$ cat config.mk
export PLATFORM = sky130hd
export DESIGN_NAME = lsra_active_cell
export DESIGN_NICKNAME = d
export VERILOG_FILES = /design/src/sv/lsra_pkg.sv /design/src/sv/lsra_active_cell.sv
export SDC_FILE = /design/constraint.sdc
export NUM_CORES = 1
export LEC_CHECK = 0
export ABC_AREA = 0
export BUFFER_PORTS_ARGS = -buffer_cell sky130_fd_sc_hd__buf_4
export CORE_ASPECT_RATIO = 1.5
export CORE_UTILIZATION = 38
export DETAILED_ROUTE_END_ITERATION = 7
export GPL_TIMING_DRIVEN = 1
export PLACE_DENSITY = 0.78
export SYNTH_ARGS = -nofsm -noshare
export SYNTH_HDL_FRONTEND = slang
export SYNTH_SLANG_ARGS = --single-unit
$ cat constraint.sdc
create_clock -name i_clk -period 3.4 [get_ports i_clk]
set_input_delay 0.68 -clock i_clk [delete_from_list [all_inputs] [get_ports i_clk]]
set_output_delay 0.68 -clock i_clk [all_outputs]
set_load 0.05 [all_outputs]
$ cat src/sv/lsra_pkg.sv
package lsra_pkg;

    // Spill slot sizes in bytes and the saturation point of the spill counter.
    localparam logic [16:0] SLOT_SCALAR     = 17'd8;
    localparam logic [16:0] SLOT_VECTOR     = 17'd16;
    localparam logic [15:0] COUNTER_MAX     = 16'hFFFF;
    localparam logic [5:0]  REG_COUNT_RESET = 6'd32;

    typedef enum logic {
        FUNC_ALLOC = 1'b0,
        FUNC_RUN   = 1'b1
    } t_func;

    typedef enum logic [1:0] {
        KIND_REG   = 2'd0,
        KIND_SPILL = 2'd1,
        KIND_MARK  = 2'd2
    } t_kind;

    typedef enum logic {
        CFG_REG_COUNT   = 1'b0,
        CFG_VECTOR_MODE = 1'b1
    } t_cfg_index;

    typedef enum logic [1:0] {
        S_IDLE,
        S_EXPIRE,
        S_DECIDE,
        S_INSERT
    } t_state;

    typedef struct packed {
        t_func       func;
        logic [31:0] value_name;
        logic [15:0] start_pos;
        logic [15:0] end_pos;
    } t_req;

    typedef struct packed {
        logic [31:0] report_name;
        t_kind       kind;
        logic [4:0]  register_index;
        logic [15:0] spill_offset;
        logic        last;
    } t_res;

    typedef struct packed {
        t_cfg_index  index;
        logic [5:0]  data;
    } t_cfg;

    // Controls broadcast to every cell of the active list.
    typedef struct packed {
        logic clear;
        logic shift;
        logic drop_tail;
        logic insert;
    } t_active_ctl;

    // Controls broadcast to every cell of the free stack.
    typedef struct packed {
        logic load;
        logic push;
        logic pop;
    } t_free_ctl;

endpackage

$ cat src/sv/lsra_active_cell.sv
module lsra_active_cell #(
    parameter int RW = 5
) (
    input  logic                  i_clk,
    input  logic                  i_rst_n,
    input  lsra_pkg::t_active_ctl i_ctl,
    input  logic [15:0]           i_new_end,
    input  logic [RW-1:0]         i_new_reg,
    input  logic [31:0]           i_new_val,
    input  logic                  i_prev_valid,
    input  logic                  i_prev_gt,
    input  logic [15:0]           i_prev_end,
    input  logic [RW-1:0]         i_prev_reg,
    input  logic [31:0]           i_prev_val,
    input  logic                  i_next_valid,
    input  logic [15:0]           i_next_end,
    input  logic [RW-1:0]         i_next_reg,
    input  logic [31:0]           i_next_val,
    output logic                  o_valid,
    output logic                  o_gt,
    output logic                  o_tail,
    output logic [15:0]           o_end,
    output logic [RW-1:0]         o_reg,
    output logic [31:0]           o_val
);

    logic          r_valid;
    logic [15:0]   r_end;
    logic [RW-1:0] r_reg;
    logic [31:0]   r_val;

    // This cell lies at or past the insert point when it is empty or ends later.
    assign o_gt    = !r_valid || (r_end > i_new_end);
    assign o_tail  = r_valid && !i_next_valid;
    assign o_valid = r_valid;
    assign o_end   = r_end;
    assign o_reg   = r_reg;
    assign o_val   = r_val;

    // Occupancy: clear, shift toward the head, drop the tail, or open a slot.
    always_ff @(posedge i_clk) begin
        if (!i_rst_n) begin
            r_valid <= 1'b0;
        end else if (i_ctl.clear) begin
            r_valid <= 1'b0;
        end else if (i_ctl.shift) begin
            r_valid <= i_next_valid;
        end else if (i_ctl.drop_tail && o_tail) begin
            r_valid <= 1'b0;
        end else if (i_ctl.insert && o_gt) begin
            r_valid <= i_prev_gt ? i_prev_valid : 1'b1;
        end
    end

    // Entry contents follow the same moves.
    always_ff @(posedge i_clk) begin
        if (i_ctl.shift) begin
            r_end <= i_next_end;
            r_reg <= i_next_reg;
            r_val <= i_next_val;
        end else if (i_ctl.insert && o_gt) begin
            if (i_prev_gt) begin
                r_end <= i_prev_end;
                r_reg <= i_prev_reg;
                r_val <= i_prev_val;
            end else begin
                r_end <= i_new_end;
                r_reg <= i_new_reg;
                r_val <= i_new_val;
            end
        end
    end

endmodule

======== Yosys cells after proc, flatten, opt, wreduce, memory -nomap -nowiden ========
Cells that the tools add are included.
word-level totals
  latch bits .............................. 0
  memories ................................ 0
  bits in read-only memories .............. 0
  register bits after elaboration ......... 54
  RAM bits ................................ 0
  output and inout port bits .............. 56
  logic and storage cells ................. 28
operators by class
  div/mod/pow operators ................... 0
  equal/unequal tests ..................... 0
  bitwise operators ....................... 1
  mux-type cells .......................... 13
  add/subtract/negate cells ............... 0
  $mul .................................... 0
  reduce and logical (&&, ||, !) cells .... 9
  magnitude comparators ................... 1
  shift operators ......................... 0
operators by type and width
  kind               number
  $mux 32            3
  $mux 16            3
  $gt 16x16->1       1
  $mux 5             3
  $mux 1             4
  $logic_and 1x1->1  3
  $reduce_bool 3->1  1
  $logic_not 1->1    2
  $reduce_bool 2->1  1
  $reduce_or 2->1    1
  $logic_or 1x1->1   1
  $not 1->1          1

======== Longest topological paths before layout ========
  depth after elaboration ................. 6
  gate-level depth with buffers ........... 7
  mapped depth without buffers ............ 7

======== Worst setup path after synthesis ========
No wires, ideal clock.
  path type ............................... input port to flip-flop
  start ................................... in i_new_end[15]
  end ..................................... reg r_end[0], in the netlist o_end[0] (enable)
  stages on the path ...................... 7
  arrival time ............................ 2.840 ns
  buffers on the path ..................... 0
  setup slack ............................. 0.151 ns
  data required time ...................... 2.990 ns
  cell sequence ........................... inv_1 > ha_1 > nand4_2 > nor3_2 > a21boi_1 > o41a_1 > a211o_1
between the ends
  word-level cells in the longest chain between the ends .. 4
RTL lines
  what                         line                    source
  start, declared              lsra_active_cell.sv:7   input logic [15:0] i_new_end,
  $gt 16x16->1                 lsra_active_cell.sv:33  assign o_gt = !r_valid || (r_end > i_new_end);
  $logic_or 1x1->1             lsra_active_cell.sv:33
  $logic_and 1x1->1            lsra_active_cell.sv:61  end else if (i_ctl.insert && o_gt) begin
  $reduce_bool 2->1 (no line)  -
  end signal, assigned         lsra_active_cell.sv:58  r_end <= i_next_end;
  end signal, assigned         lsra_active_cell.sv:63  r_end <= i_prev_end;
  end signal, assigned         lsra_active_cell.sv:67  r_end <= i_new_end;
  end, declared                lsra_active_cell.sv:28  logic [15:0] r_end;
No other way between the ends.
A chain may end at the register's enable or synchronous reset.

======== Worst setup path in the final report ========
  start ................................... in i_new_end[15]
  end ..................................... out o_gt
between the ends
  word-level cells in the longest chain between the ends .. 2
RTL lines
  what              line                    source
  $gt 16x16->1      lsra_active_cell.sv:33
  $logic_or 1x1->1  lsra_active_cell.sv:33
  end, declared     lsra_active_cell.sv:20  output logic o_gt,
No other way between the ends.

==> reports/results.md <==
### Status
• completed — result of the run

### Worst setup path
• 2.72 ns — Worst EP required
• primary input — Worst Setup Start Kind
• 3 — combined buffer and inverter count along the critical path
• compound AO/OA/AOI/OAI gates — cell family with the largest share of critical-path delay
• 0.43 ns — CP max stage delay
• primary input to primary output — WS Path Type
• primary output — crit end category
• o41a_1 — worst-path cell with the longest stage delay
• buf_4 — CP most frequent cell
• 2.25 ns — arrival time at the worst endpoint
• 3 — largest fanout on the critical path
• buf_4 > inv_1 > ha_1 > nand4_2 > nor3_2 > a21boi_1 > o41a_1 > nand2b_1 > buf_4 — crit-path cells

### Die
• 114 um — die height
• 8750 um2 — die outline area
• 8060 um2 — standard cell core area
• 76.7 um — Die X-Extent
• 39.5% — initial core utilization
• 224 — Ports
• 40 — number of placement rows

### GRT
• 13800 um — wire length of the first global-routing pass
• 60 — pin count of the biggest net entering global routing
• 2992 — number of global-route vias before repair
• 20.1% — GRT Overall Usage
• 0 — antenna violations before repair
• 0 — total global routing overflow

### Power and ir drop
• 241 uV — highest ir drop seen on vdd
• 22.9% — clock network fraction of total power
• 0.704 mW — switching power
• 2.51 nW — Static Leak
• 36.3% — proportion of power drawn by combinational gates
• 40.7% — part of the power in registers
• 1.39 mW — design internal power
• 33.6% — Net Sw Frac
• 413 nW/um2 — areal power density over the cells

### Placement
• 223 — # port buffers
• 0.810 — Routability Congestion
• 4940 um2 — area post-placement
• 0.464 ns — Setup Slack @ Placement
• 7100 um — half-perimeter wire length after detailed placement

### Logic synthesis
• edfxtp_1 (50%), mux2i_1 (17%), o21ai_0 (8.5%) — top area cells in the synthesized netlist
• 50.6% — sequential fraction of the synthesis area
• 27 — number of distinct standard cells referenced by the synthesized netlist
• 53 — Post-synth EDFFs
• 300 — gate count of the mapped netlist
• 0 — Yosys warnings
• 50.0% — share of Yosys cell area claimed by the top area cell type
• 484 — Post-Synthesis Net Count
• 10.6 um2 — Post-Syn Area per Cell
• 3180 um2 — Syn Std Cell Area
• edfxtp_1 — largest area contributor in the synthesized netlist
• 0% — proportion of synthesized flip-flops having asynchronous set or reset
• edfxtp_1 — most used flip-flop cell after synthesis
• 54 — number of synthesized register bits

### Timing
• no — RSZ-0062 raised after global routing
• 40.2% — relative max-transition margin
• 0 — number of pins exceeding their max-slew limit in the final report
• 0.00560 ns — post-route clock skew
• 0 ns — setup_tns
• 0 — final number of hold-violating endpoints
• 86.2% — period utilisation layout
• 0.341 GHz — maximum clock frequency
• 0.469 ns — final setup margin
• 0 — count of final setup violators
• 2.93 ns — min cycle time layout
• 0.896 ns — slew at the pin closest to its max-slew limit
• 0.604 ns — worst hold slack across all endpoints

### CTS
• 54 — clock sinks
• clkbuf_16 — cell at the root of the clock tree
• built — TritonCTS clock tree
• 0 — post-cts sizing count
• 0.07 ns — register clock-pin slew on the reported worst setup and hold paths
• 2 — number of H-tree levels
• 5 — Num CTS Buffers
• 0 — number of buffers inserted to repair setup after CTS
• 2 — maximum count of clock buffers along a single path
• 0 — CTS hold repair buffers
• 0.29 ns — source-to-sink clock delay at the later pin of the worst-skew pair

### Finish
• 5070 um2 — post-route cell area
• 63.0% — fin util
• 45.7% — share of cells above drive strength 1
• 0 — number of antenna repair diodes
• 32 — flip-flop count of the largest register, all copies and words added
• 699 — Final #Nets
• 59.4% — growth of design area from synthesis to finish

### Route
• 122 — number of design-rule violations left by the first detailed-router iteration
• 0 — number of nets still failing antenna checks after routing
• 4 — first-pass iteration count of the detailed router
• 4.88 — via density per instance
• 3029 — Via Count
• 8900 um — Final Routed Wirelength
• 0 — drc violations
• 14.3 um — routed length per placed instance

### Flow run
• 0 — max capacitance violation total

### Min path
• primary input to flip-flop — type of the tightest min-delay check

==> per-layer routing <==
layer / share of wire [%] / global-route usage, % / up-vias / routed length, um
li1: - / - / 1517 / -
met1: 34 / 20.0 / 1341 / 3030
met2: 54 / 37.7 / 144 / 4810
met3: 8.0 / 5.74 / 27 / 715
met4: 3.9 / 9.62 / 0 / 344
met5: 0 / 0 / - / 0
==> power by group through the flow <==
stage,Clock (mW),Sequential [mW],Combinational [mW]
6_report,0.481,0.854,0.762
4_1_cts,0.497,0.855,0.768
3_3_place_gp,0,0.867,0.756
2_1_floorplan,0,1.14,0.177
3_5_place_dp,0,0.869,0.766
5_1_grt,0.518,0.863,0.810
==> Yosys cell counts (2+ instances only) <==
cell type   n
a21o_1      2
a21oi_1     9
inv_1      18
nand2b_1    2
nor2b_1     2
nand2_1    54
nand4_1     2
nand4_2     2
clkbuf_1   11
o21ai_0    54
edfxtp_1   53
nor2_1      2
buf_2       7
mux2i_1    53
ha_1       16
nand3_1     2
==> logic make-up after synthesis <==
kind of cell | after synthesis | synth area share (%)
AO/OA/AOI/OAI | 73 | 12.5
AND/OR/NAND/NOR | 68 | 9.39
flip-flops | 54 | 50.6
adder cells (fa/ha/maj) | 16 | 6.29
multiplexers | 53 | 16.7
buffers and inverters | 36 | 4.52
==> area by class of cell <==
cell class	instances	area (um2)
clock buffer	5	125
fill	668	2990
clock inverter	3	11.3
tap	105	131
inverter	18	67.6
multi-input combinational	210	1430
timing repair buffer	226	1700
sequential	54	1610
==> cells in the final DEF (no fill, tap or decap), types with 3 or more instances in the layout <==
| cell | count |
|---|---|
| buf_4 | 226 |
| nand2_1 | 54 |
| o21ai_0 | 54 |
| mux2i_1 | 53 |
| edfxtp_1 | 53 |
| inv_1 | 18 |
| ha_1 | 16 |
| a21oi_1 | 9 |
| clkbuf_16 | 5 |
| clkinv_1 | 3 |
==> worst reg2reg max path: stages (launching register included) <==
cell and delay [ns]:
edfxtp_1 0.39, ha_1 0.33, nand4_2 0.14, nor3_2 0.07
a21boi_1 0.13, o41a_1 0.43, a211o_2 0.35, buf_4 0.24
==> final timing paths <==
| kind | startpoint | to | slack [ns] | depth (start not counted) |
|---|---|---|---|---|
| hold reg to reg | o_valid | o_valid | 0.63 | 2 |
| hold / removal | i_ctl[0] | o_valid | 0.60 | 2 |
| setup reg to reg | o_end[15] | o_val[12] | 1.02 | 7 |
| setup / recovery | i_new_end[15] | o_gt | 0.47 | 9 |
==> stage by stage <==
step	total power [mW]	instances
final	2.10	621
after global routing	2.19	621
after CTS	2.12	621
after detailed placement	1.64	613
after global placement	1.62	613
after floorplan	1.32	300
No activity file was read; power rests on OpenSTA's default activity.
