`src/sv/lsra_pkg.sv`:
```
package lsra_pkg;

    // Spill slot sizes in bytes and the saturation point of the spill counter.
    localparam logic [16:0] SLOT_SCALAR     = 17'd8;
    localparam logic [16:0] SLOT_VECTOR     = 17'd16;
    localparam logic [15:0] COUNTER_MAX     = 16'hFFFF;
    localparam logic [5:0]  REG_COUNT_RESET = 6'd32;

    typedef enum logic {
        FUNC_ALLOC = 1'b0,
        FUNC_RUN   = 1'b1
    } t_func;

    typedef enum logic [1:0] {
        KIND_REG   = 2'd0,
        KIND_SPILL = 2'd1,
        KIND_MARK  = 2'd2
    } t_kind;

    typedef enum logic {
        CFG_REG_COUNT   = 1'b0,
        CFG_VECTOR_MODE = 1'b1
    } t_cfg_index;

    typedef enum logic [1:0] {
        S_IDLE,
        S_EXPIRE,
        S_DECIDE,
        S_INSERT
    } t_state;

    typedef struct packed {
        t_func       func;
        logic [31:0] value_name;
        logic [15:0] start_pos;
        logic [15:0] end_pos;
    } t_req;

    typedef struct packed {
        logic [31:0] report_name;
        t_kind       kind;
        logic [4:0]  register_index;
        logic [15:0] spill_offset;
        logic        last;
    } t_res;

    typedef struct packed {
        t_cfg_index  index;
        logic [5:0]  data;
    } t_cfg;

    // Controls broadcast to every cell of the active list.
    typedef struct packed {
        logic clear;
        logic shift;
        logic drop_tail;
        logic insert;
    } t_active_ctl;

    // Controls broadcast to every cell of the free stack.
    typedef struct packed {
        logic load;
        logic push;
        logic pop;
    } t_free_ctl;

endpackage

```
`src/sv/lsra_free_cell.sv`:
```
module lsra_free_cell #(
    parameter int RW = 5
) (
    input  logic                i_clk,
    input  logic                i_rst_n,
    input  lsra_pkg::t_free_ctl i_ctl,
    input  logic [RW-1:0]       i_index,
    input  logic                i_load_valid,
    input  logic                i_prev_valid,
    input  logic [RW-1:0]       i_prev_data,
    input  logic                i_next_valid,
    input  logic [RW-1:0]       i_next_data,
    output logic                o_valid,
    output logic [RW-1:0]       o_data
);

    logic          r_valid;
    logic [RW-1:0] r_data;

    assign o_valid = r_valid;
    assign o_data  = r_data;

    // A push moves every entry one place down, a pop one place up.
    always_ff @(posedge i_clk) begin
        if (!i_rst_n) begin
            r_valid <= 1'b0;
        end else if (i_ctl.load) begin
            r_valid <= i_load_valid;
        end else if (i_ctl.push) begin
            r_valid <= i_prev_valid;
        end else if (i_ctl.pop) begin
            r_valid <= i_next_valid;
        end
    end

    always_ff @(posedge i_clk) begin
        if (i_ctl.load) begin
            r_data <= i_index;
        end else if (i_ctl.push) begin
            r_data <= i_prev_data;
        end else if (i_ctl.pop) begin
            r_data <= i_next_data;
        end
    end

endmodule

```
`config.mk`:
```
export PLATFORM = sky130hd
export DESIGN_NAME = lsra_free_cell
export DESIGN_NICKNAME = d
export VERILOG_FILES = /design/src/sv/lsra_pkg.sv /design/src/sv/lsra_free_cell.sv
export SDC_FILE = /design/constraint.sdc
export NUM_CORES = 1
export LEC_CHECK = 0
export ABC_AREA = 1
export BUFFER_PORTS_ARGS = -buffer_cell sky130_fd_sc_hd__buf_4
export CAP_MARGIN = 20
export CORE_AREA = 10 10 47 49
export CTS_CLUSTER_SIZE = 12
export DETAILED_ROUTE_END_ITERATION = 7
export DIE_AREA = 0 0 57 59
export GPL_ROUTABILITY_DRIVEN = 0
export SLEW_MARGIN = 0
export SYNTH_ARGS = -nofsm -noshare
export SYNTH_HDL_FRONTEND = slang
export SYNTH_SLANG_ARGS = --single-unit
```
`constraint.sdc`:
```
create_clock -name i_clk -period 1.4 [get_ports i_clk]
set_input_delay 0.14 -clock i_clk [delete_from_list [all_inputs] [get_ports i_clk]]
set_output_delay 0.14 -clock i_clk [all_outputs]
set_load 0.005 [all_outputs]
```
After elaboration in Yosys (flattened, before gate mapping)
Index checks and enable logic that the tools add are counted.
- multiplexer cells: 6
- reductions and logical operators: 1
- operators with widths (operator ; number):
    2-to-1 mux 5 bit ; 3
    2-to-1 mux 1 bit ; 3
    nonzero test 3 bit ; 1
- bits of input ports: 23
- output and inout bits: 6
- word-level logic and storage cells: 9
- bits in registers: 6

Longest topological paths before layout
Gate-level depths: netlist of the first run.
- depth after elaboration: 3
- mapped depth: 5
- mapped depth without buffers: 4

Worst setup path after synthesis of the first run
No wires, ideal clock.
- kind: input to register
- from: input port i_ctl[1] in the netlist's numbering
- to: register r_data[0] (netlist: o_data[0]), enable pin
- required time: 1.124 ns
- path buffers: 1
- cell stages on the path: 3
- arrival time: 0.548 ns
- path slack: 0.576 ns
- setup time: 0.276 ns
- cell sequence: buf_6 > nor2_2 > nand2_1
- longest elaborated chain between the ends: 1
- ends and longest elaborated chain (item ; RTL line ; source):
    start: declaration ; lsra_free_cell.sv:6 ; input lsra_pkg::t_free_ctl i_ctl,
    nonzero test 3 bit (no line) ; -- ;
    end signal: assignment ; lsra_free_cell.sv:38 ; r_data <= i_index;
    end signal: assignment ; lsra_free_cell.sv:40 ; r_data <= i_prev_data;
    end signal: assignment ; lsra_free_cell.sv:42 ; r_data <= i_next_data;
    end: declaration ; lsra_free_cell.sv:18 ; logic [RW-1:0] r_data;
Every way passes these cells.
A chain may end at the register's enable or synchronous reset.

Final worst setup path of the first run
- from: register r_data[0] (netlist: o_data[0])
- to: output port o_data[0]
- RTL lines (item ; RTL line ; source):
    end: declaration ; lsra_free_cell.sv:14 ; output logic [RW-1:0] o_data
No word-level cell between the ends.

==> metrics.md, run 1 <==
| Metric | Value |
|---|---|
| Outcome | `complete, no violations` |
| Metal2 WL | `between 300 and 400 um` |
| PostCTS Resize Cnt | `0` |
| Critical path cell sequence | `buf_4` |
| PortBufs | `28` |
| CTS tree | `done` |
| Core area | `1400 um2` |
| Syn_nets | `66` |
| Critical Path End | `o_data[0]` |
| Nets@finish | `between 90 and 100` |
| Crit path DAT | `750 ps` |
| CTS root buf | `clkbuf_4` |
| Synthesized area | `roughly 350 um2` |
| Sink Count | `6` |
| Element type at the critical path start | `flop` |
| Measured slew at the worst slew-check pin | `roughly 200 ps` |
| Routed len/inst | `11.8 um` |
| FF-to-FF End | `o_valid$_SDFFE_PN0P_` |
| Final hold vios | `0` |
| Reg2reg setup slack | `around 750 ps` |
| Peak VDD IR | `between 0.2 and 0.3 mV` |
| Initial Utilization | `between 20% and 30%` |
| Layout area overhead | `69.8%` |
| Detailed Routing Iterations Pass 1 | `4` |
| Final HPWL DP | `around 940 um` |
| First-pass GRT wire length | `approximately 1900 um` |
| Clk slew on worst S/H paths | `roughly 50 ps` |
| Place WS | `roughly 480 ps` |
| Power density over cell area | `a little under 900 nW/um2` |
| Unrepaired setup endpoints after global routing | `no` |
| Cell family with most CP delay | `flip-flops` |
| Post-route cell area | `~600 um2` |
| Vias | `~380` |
| Skew final | `0 ps` |
| Req. time, crit path | `1260 ps` |
| DRC | `0` |
| Worst setup path startpoint | `o_data[0]$_DFFE_PP_` |
| Distinct cells, synth | `13` |
| Worst r2r path cells | `4` |
| Met3 wire length | `approximately 240 um` |
| Synth Register Bits | `6` |
| Gr ovfl total | `0` |
| Die W | `about 57 um` |
| Largest net degree at the start of global routing | `10` |
| Antenna Cells | `0` |
| CP Depth | `1` |
| HP Class | `in -> reg` |
| Crit-path slowest cell | `edfxtp_1` |
| Post-CTS setup buffers | `0` |
| Worst path max stage delay | `approximately 360 ps` |
| Leak pwr | `just under 0.3 nW` |
| Final worst-path cycle share | `about 64%` |
| Max Root-Sink Buffers | `2` |
| # fillers | `~150` |
| Setup slack after layout | `a little over 500 ps` |
| H-tree depth | `1` |
| Crit-path max FO | `1` |
| DR iter-0 viols | `3` |
| Layout cells sized above 1 | `51.4%` |
| R2R Path Start | `o_valid$_SDFFE_PN0P_` |
| Slew headroom | `just under 90%` |
| Drt total wl | `~1100 um` |
| Synth area leaders | `edfxtp_1 43%, a21oi_1 14%, nand2_1 9.6%` |
| Util after Layout | `between 40 and 50%` |
| Fmax | `1.12 GHz` |
| CTS Hold Bufs | `0` |
| Post-synthesis sequential area ratio | `about 48%` |
| Min Clock Period, post-route | `between 800 and 900 ps` |
| Post-Place Cell Area | `between 500 and 600 um2` |
| Number of antenna violations at the first check in global routing | `0` |
| Critical path buffer and inverter count | `1` |
| Die H | `around 59 um` |
| Total CTS buffers | `3` |
| Clk_lat worst skew | `around 240 ps` |
| Setup TNS | `0 ps` |
| Synth Instances | `43` |
| Slew Viols, Final | `0` |
| CP Class | `reg -> out` |
| M1 wire length | `417 um` |
| Final setup fails | `0` |
| Vias in the first global route | `roughly 450` |
| Synth Warn # | `0` |
| Die Area | `about 3400 um2` |
| Crit end category | `output port` |
| Top sig layer | `met4` |
| Dominant cell type by area after synthesis | `edfxtp_1` |
| Max_cap viols | `0` |
| Hold wc startpoint | `i_rst_n` |
| IO Count | `29` |
| Routed vias/inst | `about 4.2` |
| Post-route ant nets | `0` |
| Synth top area share | `a little over two fifths` |
| Row cnt | `14` |
| Gr usage total | `7.00%` |
| Syn avg cell area | `a little over 8 um2` |
how the worst min path moves through the flow:
stage                            to  slack [ps]  depth (start not counted)
3_3_place_gp   o_valid$_SDFFE_PN0P_         380                          3
3_5_place_dp   o_valid$_SDFFE_PN0P_         390                          3
5_1_grt        o_valid$_SDFFE_PN0P_         140                          3
2_1_floorplan  o_valid$_SDFFE_PN0P_         260                          2
6_report       o_valid$_SDFFE_PN0P_         140                          3
4_1_cts        o_valid$_SDFFE_PN0P_         140                          3
where the power goes:
part | internal, mW | switching (mW) | total (mW)
clock | 0.108 | 0.0643 | 0.172
combinational | 0.0771 | 0.0503 | 0.127
sequential | 0.216 | 0.00552 | 0.222
per-stage QoR:
stage / power, mW / hold slack, ps / instances
after CTS: 0.529 / 137 / 90
after detailed placement: 0.354 / 390 / 86
after floorplan: 0.270 / 261 / 43
after global routing: 0.562 / 142 / 90
after global placement: 0.354 / 385 / 86
final: 0.521 / 142 / 90
cells by family after synthesis:
family          count (synthesis)  share of synthesized area, %
compound gates                 12                          19.2
buf+inv                         7                          9.61
flops                           6                          48.4
simple gates                   18                          22.8
metal layers:
metal	vias up	global-route usage (%)
met4	0	6.04
met5	-	0
met3	5	6.87
li1	203	-
met1	145	7.00
met2	29	8.22
placed cells by master, fill, tap and decap left out:
| cell type | Yosys | routed |
|---|---|---|
| buf_4 | 0 | 28 |
| nor2_2 | 1 | 1 |
| a21oi_2 | 2 | 2 |
| nand3_2 | 1 | 1 |
| nand2_2 | 1 | 1 |
| clkbuf_1 | 0 | 1 |
| a21oi_1 | 10 | 10 |
| inv_2 | 2 | 2 |
| nand3_1 | 1 | 1 |
| nor2_1 | 5 | 5 |
| clkbuf_4 | 0 | 3 |
| edfxtp_1 | 5 | 5 |
| inv_1 | 4 | 4 |
| dfxtp_1 | 1 | 1 |
| nand2_1 | 9 | 9 |
sequential cells by signal, summed over array words and instances (netlist names):
name     count
o_data       5
o_valid      1
Yosys cell counts:
cell      count
a21oi_2       2
nand3_2       1
nor2_2        1
nand3_1       1
nor2_1        5
nand2_2       1
edfxtp_1      5
inv_2         2
inv_1         4
a21oi_1      10
nand2_1       9
dfxtp_1       1
buf_6         1
layout make-up:
| class | instances | area, um2 | share of cell area, % |
|---|---|---|---|
| sequential | 6 | 170 | 28.5 |
| timing repair buffer | 28 | 210 | 35.2 |
| multi-input combinational | 30 | 148 | 24.7 |
| clock buffer | 4 | 26.3 | 4.40 |
| inverter | 6 | 22.5 | 3.77 |
| tap | 16 | 20.0 | 3.35 |
Note: power is estimated with default switching activity, not from simulation.
==> inputs of run 2 (changes only) <==
ABC_AREA = 0   (was 1)
clock period = 0.8 ns   (was 1.4 ns; I/O delays follow)
==> run 2 against run 1 <==
The flow now finishes with violations (negative setup slack). Sequential power rose by 75%. Setup slack got worse by 530 ps. Utilization fell by 1.4 points. Critical path type unchanged. Critical endpoint unchanged. Largest cell class unchanged.
==> metrics.md, run 2 <==
| Metric | Value |
|---|---|
| Routed vias/inst | `4.16 (-2.1%)` |
| Max_cap viols | `0 (unchanged)` |
| Worst r2r path cells | `2 (-2)` |
| Worst hold slack | `120 ps (-21.9 ps)` |
| Setup slack after layout | `-21.3 ps (-526 ps)` |
| Hold EP | `o_data[2]$_DFFE_PP_` |
| Dominant cell type by area after synthesis | `edfxtp_1` |
| Leak pwr | `0.280 nW (-5.2%)` |
| Syn avg cell area | `10.8 um2 (+32%)` |
| Clk_lat worst skew | `230 ps (about the same)` |
| CTS tree | `done` |
| Post-Place Cell Area | `547 um2 (-4.2%)` |
| PortBufs | `28 (unchanged)` |
| CTS root buf | `clkbuf_4` |
| Post-route cell area | `577 um2 (-3.4%)` |
| Final setup fails | `5 (+5)` |
| Vias in the first global route | `362 (-19%)` |
| Reg2reg setup slack | `240 ps (-510 ps)` |
| Distinct cells, synth | `12 (-1)` |
| Synth top area share | `46.3% (+3.6 points)` |
| HP Class | `in -> reg` |
| Synth Register Bits | `6 (unchanged)` |
| Sink Count | `6 (unchanged)` |
| Peak VDD IR | `0.408 mV (+50%)` |
| Failing checks | `negative setup slack` |
| Final Non-Filler Cells | `77 (-14%)` |
| Detailed Routing Iterations Pass 1 | `2 (-2)` |
| Min Clock Period, post-route | `just over 800 ps` |
| Critical path buffer and inverter count | `1 (unchanged)` |
| Worst path max stage delay | `370 ps (about the same)` |
| Gr ovfl total | `0 (unchanged)` |
| Skew final | `0 ps (unchanged)` |
| Post-CTS setup buffers | `0 (unchanged)` |
| Crit end category | `output port` |
| Post-route ant nets | `0 (unchanged)` |
| Synthesized area | `324 um2 (-7.8%)` |
| Routed len/inst | `12.4 um (+4.5%)` |
| Power density over cell area | `1530 nW/um2 (+75%)` |
| Largest net degree at the start of global routing | `11 (+1)` |
| CP Class | `reg -> out` |
| FF-to-FF End | `o_valid$_SDFFE_PN0P_` |
| Post-synthesis sequential area ratio | `52.5% (+4.1 points)` |
| Outcome | `complete, but fails checks` |
| Hold wc startpoint | `i_index[2]` |
| Commonest non-fill, non-tap cells in the layout | `28 x buf_4, 6 x nand2_1, 6 x o21ai_0` |
| Unrepaired setup endpoints after global routing | `yes` |
| Most common cell after layout, fill and taps aside | `buf_4` |
| Slew headroom | `84.2% (-2.5 points)` |
| Post-Synth Adder-Cell Area | `0% (unchanged)` |
| Number of antenna violations at the first check in global routing | `0 (unchanged)` |
| Measured slew at the worst slew-check pin | `237 ps (+37.8 ps)` |
| Synth Flop Type | `edfxtp_1` |
| Nets@finish | `85 (-13%)` |
| Post-Synth Simple-Gate Area | `12.4% (-10 points)` |
| Die H | `59 um (unchanged)` |
| Synth Warn # | `0 (unchanged)` |
| Flip-flop count of the largest register after layout | `5 (unchanged)` |
| Crit-path slowest cell | `edfxtp_1` |
| Layout area overhead | `78.0%` |
| Vias | `320 (-16%)` |
| Row cnt | `14 (unchanged)` |
| Synth area leaders | `edfxtp_1 46%, mux2i_1 15%, o21ai_0 9.3%` |
| IO Count | `29 (unchanged)` |
| Fmax | `roughly 1.2 GHz` |
| Ys async rst share | `0% (unchanged)` |
| Max Root-Sink Buffers | `2 (unchanged)` |
| XOR/XNOR Fraction of Synth Area | `0% (unchanged)` |
| Post-synth top cells | `6 x nand2_1, 6 x o21ai_0, 5 x edfxtp_1, 5 x mux2i_1` |
| Pwr Total | `883 uW (+69%)` |
| Crit-path max FO | `1 (unchanged)` |
| DR iter-0 viols | `3 (unchanged)` |
| Synth Area in Compound Gates | `13.9% (-5.3 points)` |
| WHS Path Cells | `3 (unchanged)` |
| Crit path DAT | `740 ps (about the same)` |
| Syn_nets | `53 (-20%)` |
| Die W | `57 um (unchanged)` |
| R2R Path Start | `o_valid$_SDFFE_PN0P_` |
| Total CTS buffers | `3 (unchanged)` |
| Initial Utilization | `23.1% (-2.0 points)` |
| H-tree depth | `1 (unchanged)` |
| Req. time, crit path | `720 ps (-540 ps)` |
| Antenna Cells | `0 (unchanged)` |
| Final worst-path cycle share | `103%` |
| Cell family with most CP delay | `flip-flops` |
| EDFF count, synth | `5 (unchanged)` |
| CTS Hold Bufs | `0 (unchanged)` |
| Final hold vios | `0 (unchanged)` |
| Core area | `1400 um2 (unchanged)` |
| Setup TNS | `-60.9 ps (-60.9 ps)` |
| Clk slew on worst S/H paths | `50 ps (about the same)` |
| Slew Viols, Final | `0 (unchanged)` |
| Die Area | `3360 um2 (unchanged)` |
| Drt total wl | `953 um (-11%)` |
| Largest family of logic cells by synthesized area | `multiplexers` |
| Gr usage total | `6.47% (-0.53 points)` |
| First-pass GRT wire length | `1640 um (-12%)` |
| Layout cells sized above 1 | `54.1% (+2.7 points)` |
| DRC | `0 (unchanged)` |
| Synth Instances | `30 (-30%)` |
| Mux share of post-synthesis cell area | `15.4% (+15 points)` |
| Final HPWL DP | `848 um (-9.5%)` |
| Placed Cells | `73 (-15%)` |
| Critical path cell sequence | `buf_6` |
| Element type at the critical path start | `flop` |
[run 2: changes by cell type after synthesis, sizes merged, moves of 2 or more]
| cell | delta |
|---|---|
| nor2 | -6 |
| nand3 | -2 |
| nand2 | -4 |
| a21oi | -12 |
| inv | -5 |
| mux2i | +5 |
| o21ai | +6 |
[run 2: worst max-delay path by stage]
stage | start | endpoint | slack (ps) | cells past startpoint
after floorplan | i_ctl[1] | o_data[0]$_DFFE_PP_ | -10 | 2
after global placement | i_ctl[0] | o_data[1]$_DFFE_PP_ | -70 | 2
after detailed placement | i_ctl[1] | o_data[0]$_DFFE_PP_ | -80 | 2
final | o_data[0]$_DFFE_PP_ | o_data[0] | -20 | 1
after global routing | o_data[4]$_DFFE_PP_ | o_data[4] | -70 | 1
after CTS | o_data[0]$_DFFE_PP_ | o_data[0] | -40 | 1
[run 2: logic make-up after synthesis]
logic type / after synthesis
and+or+nand+nor: 8
DFF: 6
muxes: 5
AOI/OAI and AO/OA: 8
buffers and inverters: 3
[run 2: power by group]
group	switching (mW)	internal, mW
clock	0.101	0.188
sequential	0.0102	0.378
combinational	0.0657	0.139
total	0.177	0.706
[run 2: area by class of cell]
| type | count | area (um2) |
|---|---|---|
| flip-flops and latches | 6 | 170 |
| inverters | 1 | 3.75 |
| clock buffers | 4 | 26.3 |
| fillers | 144 | 825 |
| repair buffers | 29 | 221 |
| well taps | 16 | 20.0 |
| multi-input cells | 21 | 135 |
[run 2: through the flow]
| step | setup WS (ps) | utilization [%] |
|---|---|---|
| global route | -71.4 | 41.2 |
| CTS | -36.6 | 40.9 |
| global placement | -70.9 | 39.0 |
| finish | -21.3 | 41.2 |
| floorplan | -12.5 | - |
| detailed placement | -77.1 | 39.0 |
[run 2: routing by layer]
layer | up-vias | wire [um] | track usage [%]
li1 | 171 | - | -
met1 | 135 | 335 | 5.78
met2 | 14 | 518 | 10.1
met3 | 0 | 98 | 3.22
met4 | 0 | 0 | 7.05
met5 | - | 0 | 0
[run 2: what timing repair did]
action	4_1_cts	5_1_grt
setup endpoints to repair	5	5
resized for setup	0	1
pin swaps	0	0
[run 2: worst register-to-register path, delay by kind of cell (launching register included)]
kind / cells / cell delay [ps]
flops: 1 / 320
simple gates: 1 / 50
compound gates: 1 / 110
